### src/design/apab_pkg.sv
// Shared constants, types and the alpha-to-weight function for the ARGB alpha blend core.
`default_nettype none
package apab_pkg;

    localparam int NumStages = 6;

    localparam int ChanW   = 8;
    localparam int RgbW    = 24;
    localparam int PixW    = 32;
    localparam int CoordW  = 10;
    localparam int PctW    = 7;
    localparam int WidthW  = 11;
    localparam int IdxW    = 20;
    localparam int KW      = 7;
    localparam int AlphaPW = ChanW + PctW;
    localparam int SumW    = 10;

    localparam int SDataW   = 96;
    localparam int SUserW   = 2;
    localparam int MDataW   = 56;
    localparam int MUserW   = 1;
    localparam int CfgIdxW  = 2;
    localparam int CfgDataW = 32;

    localparam int FullScale = 255;
    localparam int Percent   = 100;

    // floor(v/100) == (v*41944) >> 22 for every v below 43690
    localparam logic [15:0] RecipPct   = 16'd41944;
    localparam int          RecipPctSh = 22;
    // floor(v/3) == (v*683) >> 11 for every v up to 765
    localparam logic [9:0]  RecipThird   = 10'd683;
    localparam int          RecipThirdSh = 11;
    // floor(v/255) == (v*32897) >> 23 for every v below 66052
    localparam logic [15:0] RecipFull   = 16'd32897;
    localparam int          RecipFullSh = 23;

    localparam logic [WidthW-1:0] LineWidthRst = 11'd240;
    localparam logic [ChanW-1:0]  AlphaOpaque  = 8'hFF;

    typedef enum logic [CfgIdxW-1:0] {
        CfgSolidBg   = 2'd0,
        CfgBgColor   = 2'd1,
        CfgLineWidth = 2'd2,
        CfgDrawBuf   = 2'd3
    } t_cfg_idx;

    typedef struct packed {
        logic s3;
        logic s4;
        logic s5;
        logic s6;
    } t_chan_en;

    function automatic logic [KW-1:0] k_of_alpha(input logic [ChanW-1:0] a);
        logic [AlphaPW-1:0]    v;
        logic [AlphaPW+15:0]   p;
        v = {{PctW{1'b0}}, a} * AlphaPW'(Percent);
        p = {16'd0, v} * {{AlphaPW{1'b0}}, RecipFull};
        return p[RecipFullSh +: KW];
    endfunction

endpackage
`default_nettype wire

### src/design/argb_pixel_alpha_blend_core.sv
// ARGB8888 pixel alpha blender: six-stage pipeline with stream ports and a register port.
//
// Usage:
//  - Pixels enter on s_axis (tdata/tuser packing at the ports) and leave on m_axis,
//    one result transaction per input transaction, in order.
//  - Configuration writes go through i_cfg_valid/o_cfg_ready with a register index
//    and data; o_cfg_ready is always high. Write only while the pipeline is empty.
//  - Throughput is one pixel per clock while m_axis_tready stays high; the six register
//    stages (scale multiply, reciprocal divide, weight multiply, channel multiply,
//    divide, add) each hold one pixel and pass it on once the next stage frees.
//  - When m_axis_tready is low, stages fill from the output back; a stage holds
//    its pixel until the next one frees, so nothing is dropped or repeated.
//    s_axis_tready drops only once all six stages are full.
//  - Synchronous active-low reset empties the pipeline and restores the register
//    defaults: solid background on, black background, line width 240, buffer 0.
`default_nettype none
module argb_pixel_alpha_blend_core (
    input  logic                          i_clk,
    input  logic                          i_rst_n,
    input  logic                          s_axis_tvalid,
    output logic                          s_axis_tready,
    // [9:0] pos_x, [19:10] pos_y, [51:20] front_color, [58:52] opacity_percent,
    // [90:59] under_pixel, [95:91] zero
    input  logic [apab_pkg::SDataW-1:0]   s_axis_tdata,
    // [0] to_gray, [1] use_background
    input  logic [apab_pkg::SUserW-1:0]   s_axis_tuser,
    output logic                          m_axis_tvalid,
    input  logic                          m_axis_tready,
    // [31:0] blended_pixel, [51:32] pixel_index, [55:52] zero
    output logic [apab_pkg::MDataW-1:0]   m_axis_tdata,
    // [0] target_buffer
    output logic [apab_pkg::MUserW-1:0]   m_axis_tuser,
    input  logic                          i_cfg_valid,
    output logic                          o_cfg_ready,
    input  logic [apab_pkg::CfgIdxW-1:0]  i_cfg_index,
    input  logic [apab_pkg::CfgDataW-1:0] i_cfg_data
);
    import apab_pkg::*;

    localparam int AFullW = AlphaPW + 16;
    localparam int GFullW = SumW + 10;

    // configuration
    logic              r_solid_bg;
    logic [PixW-1:0]   r_bg_color;
    logic [WidthW-1:0] r_line_width;
    logic              r_draw_buf;

    // pipeline control
    logic [NumStages-1:0] r_vld;
    logic [NumStages-1:0] stg_rdy;
    t_chan_en             chan_en;

    // input unpacking
    logic [CoordW-1:0] in_x;
    logic [CoordW-1:0] in_y;
    logic [PixW-1:0]   in_front;
    logic [PctW-1:0]   in_pct;
    logic [PixW-1:0]   in_under;
    logic              in_gray;
    logic              in_use_bg;

    // stage 1
    logic [AlphaPW-1:0] r1_alpha_p;
    logic [SumW-1:0]    r1_sum;
    logic [RgbW-1:0]    r1_front;
    logic [RgbW-1:0]    r1_back;
    logic               r1_gray;
    logic [IdxW-1:0]    r1_idx;
    logic               r1_tb;
    logic [IdxW-1:0]    n1_idx;
    logic [RgbW-1:0]    n1_back;

    // stage 2
    logic [ChanW-1:0]   r2_alpha;
    logic [RgbW-1:0]    r2_front;
    logic [RgbW-1:0]    r2_back;
    logic [IdxW-1:0]    r2_idx;
    logic               r2_tb;
    logic [AFullW-1:0]  n2_afull;
    logic [GFullW-1:0]  n2_gfull;
    logic [ChanW:0]     n2_a9;
    logic [ChanW-1:0]   n2_alpha;
    logic [ChanW-1:0]   n2_gray;
    logic [RgbW-1:0]    n2_front;

    // stages 3..6
    logic [KW-1:0]      r3_k;
    logic [IdxW-1:0]    r3_idx;
    logic               r3_tb;
    logic [IdxW-1:0]    r4_idx;
    logic               r4_tb;
    logic [IdxW-1:0]    r5_idx;
    logic               r5_tb;
    logic [IdxW-1:0]    r6_idx;
    logic               r6_tb;

    logic [ChanW-1:0]   out_r;
    logic [ChanW-1:0]   out_g;
    logic [ChanW-1:0]   out_b;

    assign in_x      = s_axis_tdata[9:0];
    assign in_y      = s_axis_tdata[19:10];
    assign in_front  = s_axis_tdata[51:20];
    assign in_pct    = s_axis_tdata[58:52];
    assign in_under  = s_axis_tdata[90:59];
    assign in_gray   = s_axis_tuser[0];
    assign in_use_bg = s_axis_tuser[1];

    assign o_cfg_ready = 1'b1;

    always_ff @(posedge i_clk) begin
        if (!i_rst_n) begin
            r_solid_bg   <= 1'b1;
            r_bg_color   <= '0;
            r_line_width <= LineWidthRst;
            r_draw_buf   <= 1'b0;
        end else if (i_cfg_valid) begin
            unique case (t_cfg_idx'(i_cfg_index))
                CfgSolidBg:   r_solid_bg   <= i_cfg_data[0];
                CfgBgColor:   r_bg_color   <= i_cfg_data;
                CfgLineWidth: r_line_width <= i_cfg_data[WidthW-1:0];
                CfgDrawBuf:   r_draw_buf   <= i_cfg_data[0];
            endcase
        end
    end

    // a stage may load when it is empty or its content moves on
    always_comb begin
        stg_rdy[NumStages-1] = !r_vld[NumStages-1] || m_axis_tready;
        for (int i = NumStages - 2; i >= 0; i--) begin
            stg_rdy[i] = !r_vld[i] || stg_rdy[i+1];
        end
    end

    assign chan_en.s3 = stg_rdy[2];
    assign chan_en.s4 = stg_rdy[3];
    assign chan_en.s5 = stg_rdy[4];
    assign chan_en.s6 = stg_rdy[5];

    always_ff @(posedge i_clk) begin
        if (!i_rst_n) begin
            r_vld <= '0;
        end else begin
            if (stg_rdy[0]) begin
                r_vld[0] <= s_axis_tvalid;
            end
            for (int i = 1; i < NumStages; i++) begin
                if (stg_rdy[i]) begin
                    r_vld[i] <= r_vld[i-1];
                end
            end
        end
    end

    always_comb begin
        n1_idx  = ({{(IdxW-CoordW){1'b0}}, in_y} * {{(IdxW-WidthW){1'b0}}, r_line_width})
                  + {{(IdxW-CoordW){1'b0}}, in_x};
        n1_back = (in_use_bg && r_solid_bg) ? r_bg_color[RgbW-1:0] : in_under[RgbW-1:0];
    end

    always_comb begin
        n2_afull = {{(AFullW-AlphaPW){1'b0}}, r1_alpha_p} * {{(AFullW-16){1'b0}}, RecipPct};
        n2_a9    = n2_afull[RecipPctSh +: ChanW+1];
        n2_alpha = n2_a9[ChanW] ? 8'hFF : n2_a9[ChanW-1:0];
        n2_gfull = {{(GFullW-SumW){1'b0}}, r1_sum} * {{(GFullW-10){1'b0}}, RecipThird};
        n2_gray  = n2_gfull[RecipThirdSh +: ChanW];
        n2_front = r1_gray ? {n2_gray, n2_gray, n2_gray} : r1_front;
    end

    always_ff @(posedge i_clk) begin
        if (stg_rdy[0]) begin
            r1_alpha_p <= {{PctW{1'b0}}, in_front[31:24]} * {{ChanW{1'b0}}, in_pct};
            r1_sum     <= {2'b00, in_front[23:16]} + {2'b00, in_front[15:8]}
                          + {2'b00, in_front[7:0]};
            r1_front   <= in_front[RgbW-1:0];
            r1_back    <= n1_back;
            r1_gray    <= in_gray;
            r1_idx     <= n1_idx;
            r1_tb      <= r_draw_buf;
        end
        if (stg_rdy[1]) begin
            r2_alpha <= n2_alpha;
            r2_front <= n2_front;
            r2_back  <= r1_back;
            r2_idx   <= r1_idx;
            r2_tb    <= r1_tb;
        end
        if (stg_rdy[2]) begin
            r3_k   <= k_of_alpha(r2_alpha);
            r3_idx <= r2_idx;
            r3_tb  <= r2_tb;
        end
        if (stg_rdy[3]) begin
            r4_idx <= r3_idx;
            r4_tb  <= r3_tb;
        end
        if (stg_rdy[4]) begin
            r5_idx <= r4_idx;
            r5_tb  <= r4_tb;
        end
        if (stg_rdy[5]) begin
            r6_idx <= r5_idx;
            r6_tb  <= r5_tb;
        end
    end

    apab_chan u_chan_r (
        .i_clk   (i_clk),
        .i_en    (chan_en),
        .i_front (r2_front[23:16]),
        .i_back  (r2_back[23:16]),
        .i_k     (r3_k),
        .o_ch    (out_r)
    );

    apab_chan u_chan_g (
        .i_clk   (i_clk),
        .i_en    (chan_en),
        .i_front (r2_front[15:8]),
        .i_back  (r2_back[15:8]),
        .i_k     (r3_k),
        .o_ch    (out_g)
    );

    apab_chan u_chan_b (
        .i_clk   (i_clk),
        .i_en    (chan_en),
        .i_front (r2_front[7:0]),
        .i_back  (r2_back[7:0]),
        .i_k     (r3_k),
        .o_ch    (out_b)
    );

    assign s_axis_tready = stg_rdy[0];
    assign m_axis_tvalid = r_vld[NumStages-1];
    assign m_axis_tdata  = {{(MDataW-IdxW-PixW){1'b0}}, r6_idx, AlphaOpaque, out_r, out_g, out_b};
    assign m_axis_tuser  = r6_tb;

endmodule
`default_nettype wire

### src/design/apab_chan.sv
// One color channel of the blend: difference, weight multiply, divide by 100, recombine.
`default_nettype none
module apab_chan (
    input  logic                     i_clk,
    input  apab_pkg::t_chan_en       i_en,
    input  logic [apab_pkg::ChanW-1:0] i_front,
    input  logic [apab_pkg::ChanW-1:0] i_back,
    input  logic [apab_pkg::KW-1:0]  i_k,
    output logic [apab_pkg::ChanW-1:0] o_ch
);
    import apab_pkg::*;

    localparam int ProdW = ChanW + KW;
    localparam int QW    = ProdW + 16;

    logic             r3_neg;
    logic [ChanW-1:0] r3_mag;
    logic [ChanW-1:0] r3_back;
    logic             r4_neg;
    logic [ProdW-1:0] r4_prod;
    logic [ChanW-1:0] r4_back;
    logic             r5_neg;
    logic [ChanW-1:0] r5_q;
    logic [ChanW-1:0] r5_back;
    logic [ChanW-1:0] r6_out;

    logic             n3_neg;
    logic [ChanW-1:0] n3_mag;
    logic [QW-1:0]    n5_full;
    logic [ChanW-1:0] n6_out;

    always_comb begin
        n3_neg  = i_front < i_back;
        n3_mag  = n3_neg ? (i_back - i_front) : (i_front - i_back);
        n5_full = {{(QW-ProdW){1'b0}}, r4_prod} * {{(QW-16){1'b0}}, RecipPct};
        n6_out  = r5_neg ? (r5_back - r5_q) : (r5_back + r5_q);
    end

    always_ff @(posedge i_clk) begin
        if (i_en.s3) begin
            r3_neg  <= n3_neg;
            r3_mag  <= n3_mag;
            r3_back <= i_back;
        end
        if (i_en.s4) begin
            r4_neg  <= r3_neg;
            r4_prod <= {{KW{1'b0}}, r3_mag} * {{ChanW{1'b0}}, i_k};
            r4_back <= r3_back;
        end
        if (i_en.s5) begin
            r5_neg  <= r4_neg;
            r5_q    <= n5_full[RecipPctSh +: ChanW];
            r5_back <= r4_back;
        end
        if (i_en.s6) begin
            r6_out <= n6_out;
        end
    end

    assign o_ch = r6_out;

endmodule
`default_nettype wire

### config.mk
export PLATFORM = sky130hd
export DESIGN_NAME = argb_pixel_alpha_blend_core
export DESIGN_NICKNAME = d
export VERILOG_FILES = /design/src/design/apab_pkg.sv /design/src/design/argb_pixel_alpha_blend_core.sv /design/src/design/apab_chan.sv
export SDC_FILE = /design/constraint.sdc
export NUM_CORES = 2
export LEC_CHECK = 0
export ABC_AREA = 1
export BUFFER_PORTS_ARGS = -buffer_cell sky130_fd_sc_hd__buf_2
export CAP_MARGIN = 30
export CORE_MARGIN = 2
export CORE_UTILIZATION = 40
export DETAILED_ROUTE_END_ITERATION = 10
export PLACE_DENSITY = 0.56
export SLEW_MARGIN = 10
export SYNTH_ARGS = -nofsm -noshare
export SYNTH_HDL_FRONTEND = slang
export SYNTH_SLANG_ARGS = --single-unit
### constraint.sdc
create_clock -name i_clk -period 10.1 [get_ports i_clk]
set_input_delay 0.505 -clock i_clk [delete_from_list [all_inputs] [get_ports i_clk]]
set_output_delay 0.505 -clock i_clk [all_outputs]
set_load 0.01 [all_outputs]
==> impl_metrics.env <==
export IMPL_async_reset_ff_share_pct=0
export IMPL_crit_family="adder cells"
export IMPL_routabilityCongestion=0.865
export IMPL_critPathMostFrequentCell="fa_1"
export IMPL_synthCells=5262
export IMPL_hold_path_class="in -> reg"
export IMPL_die_h_um=359
export IMPL_dieArea_um2=129000
export IMPL_ys_warn_count=0
export IMPL_skew_ns=0.0410
export IMPL_hold_violations=0
export IMPL_cts_setup_buffers=0
export IMPL_finalSetupTns_ns=0
export IMPL_slew_headroom_pct=41.5
export IMPL_clock_path_buffers=3
export IMPL_worst_slew_pin_slew_ns=0.877
export IMPL_slowest_stage="dfxtp_1"
export IMPL_drv_slew=0
export IMPL_routed_wl_um=103000
export IMPL_synth_flop_cell="edfxtp_1"
export IMPL_cts_buffers=54
export IMPL_synth_cell_types=55
export IMPL_status="finished clean"
export IMPL_post_dp_cell_area_um2=53100
export IMPL_synthesis_area_um2=50400
export IMPL_cpPeakStageDelay_ns=0.60
export IMPL_cap_viol_max_count=0
export IMPL_cts_resized=0
export IMPL_grt_ovfl_total=0
export IMPL_nets=6849
export IMPL_start_kind="register"
export IMPL_yosysTopAreaCell="edfxtp_1"
export IMPL_clk_latency_ns=0.64
export IMPL_core_region_area_um2=125000
export IMPL_io_pins=197
export IMPL_layout_commonest_cell="inv_1"
export IMPL_crit_arrival_ns=5.31
export IMPL_grt_pass1_wl_um=173000
export IMPL_stdcell_count=7121
export IMPL_netlist_area_leader_share_pct=27.5
export IMPL_synth_edff_count=461
export IMPL_grt_max_degree=73
export IMPL_area_delta_synth_final_pct=9.01
export IMPL_routed_via_count=33240
export IMPL_critPathCaptureType="register"
export IMPL_worstPathCellList="nand2_1 -> fa_1 -> inv_1 -> fa_1 -> inv_1 -> fa_1 -> inv_1 -> fa_1 -> fa_1 -> ha_1 -> nand2_1 -> nor4_2 -> a21oi_1 -> o21bai_1 -> xor2_1"
export IMPL_ys_seq_elements=504
export IMPL_final_cell_mix="inv_1, nand2_1, ha_1"
export IMPL_design_area_um2=55000
export IMPL_cts_sinks=504
export IMPL_dp_hpwl_um=85900
export IMPL_setup_violations=0
export IMPL_synth_area_per_cell_um2=9.58
export IMPL_required_ns=10.47
export IMPL_cts_root_buf="clkbuf_16"
export IMPL_start_util_pct=40.2
export IMPL_clkTransAtPathRegs_ns=0.06
export IMPL_holdBufCountCts=0
export IMPL_rsz0062_at_grt="no"
export IMPL_drt_iter0_markers=1409
export IMPL_grtUsageTotal_pct=16.3
export IMPL_htree_num_levels=2
export IMPL_post_route_drc_count=0
export IMPL_grt_pass1_vias=34363
export IMPL_yosysSeqAreaShare_pct=29.2
export IMPL_placementRows=130
export IMPL_period_minus_slack_ns=4.93
export IMPL_wire_per_inst_um=14.4
export IMPL_cts_tree="built"
export IMPL_portBuffers=162
export IMPL_path_max_fanout=11
export IMPL_die_x_um=359
export IMPL_min_period_over_period_pct=48.8
export IMPL_ant_nets=0
export IMPL_fmax_mhz=203
export IMPL_placed_cells=7015
export IMPL_antenna_found_initial=5
export IMPL_drive_above_1_share_pct=6.75
export IMPL_critPathKind="reg -> reg"
export IMPL_synth_area_leaders="edfxtp_1, fa_1, ha_1"
export IMPL_via_per_inst=4.67
export IMPL_first_pass_iters=5
export IMPL_path_buf_inv=3
## final timing paths
path / start / endpoint / slack [ns] / cells after the start
setup / recovery: r_line_width[7] / r1_idx[15] / 5.17 / 15
hold / removal: s_axis_tdata[43] / r1_front[23] / 0.09 / 1
setup reg to reg: r_line_width[7] / r1_idx[15] / 5.17 / 15
hold reg to reg: r3_tb / r4_tb / 0.40 / 0
## kinds of logic (layout without fill, tap and decap cells)
logic type,count (synthesis),count (layout),synth area share [%]
AOI/OAI and AO/OA,491,491,5.54
adders and majority gates,1289,1289,39.6
and+or+nand+nor,1381,1381,11.5
xor gates and xnor gates,179,179,3.11
other,2,15,0.0149
buffers and inverters,1392,1588,10.5
DFF,504,504,29.2
muxes,24,24,0.536
## through the flow
stage	utilization, %	hold WS, ns	worst slack, ns
finish	43.8	0.0901	5.17
global route	43.8	0.0543	4.85
CTS	43.8	0.0428	5.19
detailed placement	42.3	0.405	5.08
global placement	42.3	0.401	5.08
floorplan	-	0.400	3.26
## worst reg2reg max path, cell delays in order (launching register included)
cell and delay (ns):
dfxtp_1 0.60, nand2_1 0.15, fa_1 0.55, inv_1 0.05
fa_1 0.51, inv_1 0.06, fa_1 0.53, inv_1 0.05
fa_1 0.49, fa_1 0.41, ha_1 0.36, nand2_1 0.13
nor4_2 0.38, a21oi_1 0.17, o21bai_1 0.17, xor2_1 0.08
## sequential cells by signal, indices dropped and copies added, names as in the netlist, 10 cells and up
register	count
r1_back	24
r1_front	24
r2_back	24
r2_front	24
r_bg_color	24
r1_idx	20
r2_idx	20
r3_idx	20
r4_idx	20
r5_idx	20
r6_idx	20
r1_alpha_p	15
u_chan_b.r4_prod	15
u_chan_g.r4_prod	15
u_chan_r.r4_prod	15
r_line_width	11
r1_sum	10
## synthesized netlist by cell type (7+ instances only)
cell type / n
a21o_1: 32
a21oi_1: 227
a31oi_1: 17
buf_4: 17
clkbuf_1: 66
dfxtp_1: 43
edfxtp_1: 461
fa_1: 510
ha_1: 779
inv_1: 1288
inv_2: 13
mux2_2: 24
nand2_1: 882
nand2_2: 18
nand2_4: 7
nand3_1: 128
nand3_2: 9
nand3b_1: 8
nand4_1: 31
nor2_1: 232
nor2_2: 8
nor3_1: 33
nor4_1: 7
o2111ai_1: 8
o21ai_0: 114
o21ai_1: 24
o21bai_1: 24
o31ai_1: 7
xnor2_1: 43
xor2_1: 136
## cell type report
cell class	count	area (um^2)
Clock inverter	36	390
Antenna cell	2	5.00
Multi-Input combinational cell	3377	30500
Tap cell	1650	2060
Clock buffer	66	1420
Fill cell	12150	70400
Timing Repair Buffer	179	998
Sequential cell	504	14700
Inverter	1307	4920
## metal layers
| layer | vias up | share of wire (%) | GRT usage, % |
|---|---|---|---|
| met4 | 0 | 1.8 | 3.32 |
| met2 | 412 | 47 | 27.8 |
| met5 | - | 0 | 0 |
| met3 | 82 | 2.9 | 1.67 |
| li1 | 16919 | - | - |
| met1 | 15827 | 48 | 22.5 |
Power is not shown: default switching activity piles up to over one toggle a cycle in this logic, so the estimate is an artifact.
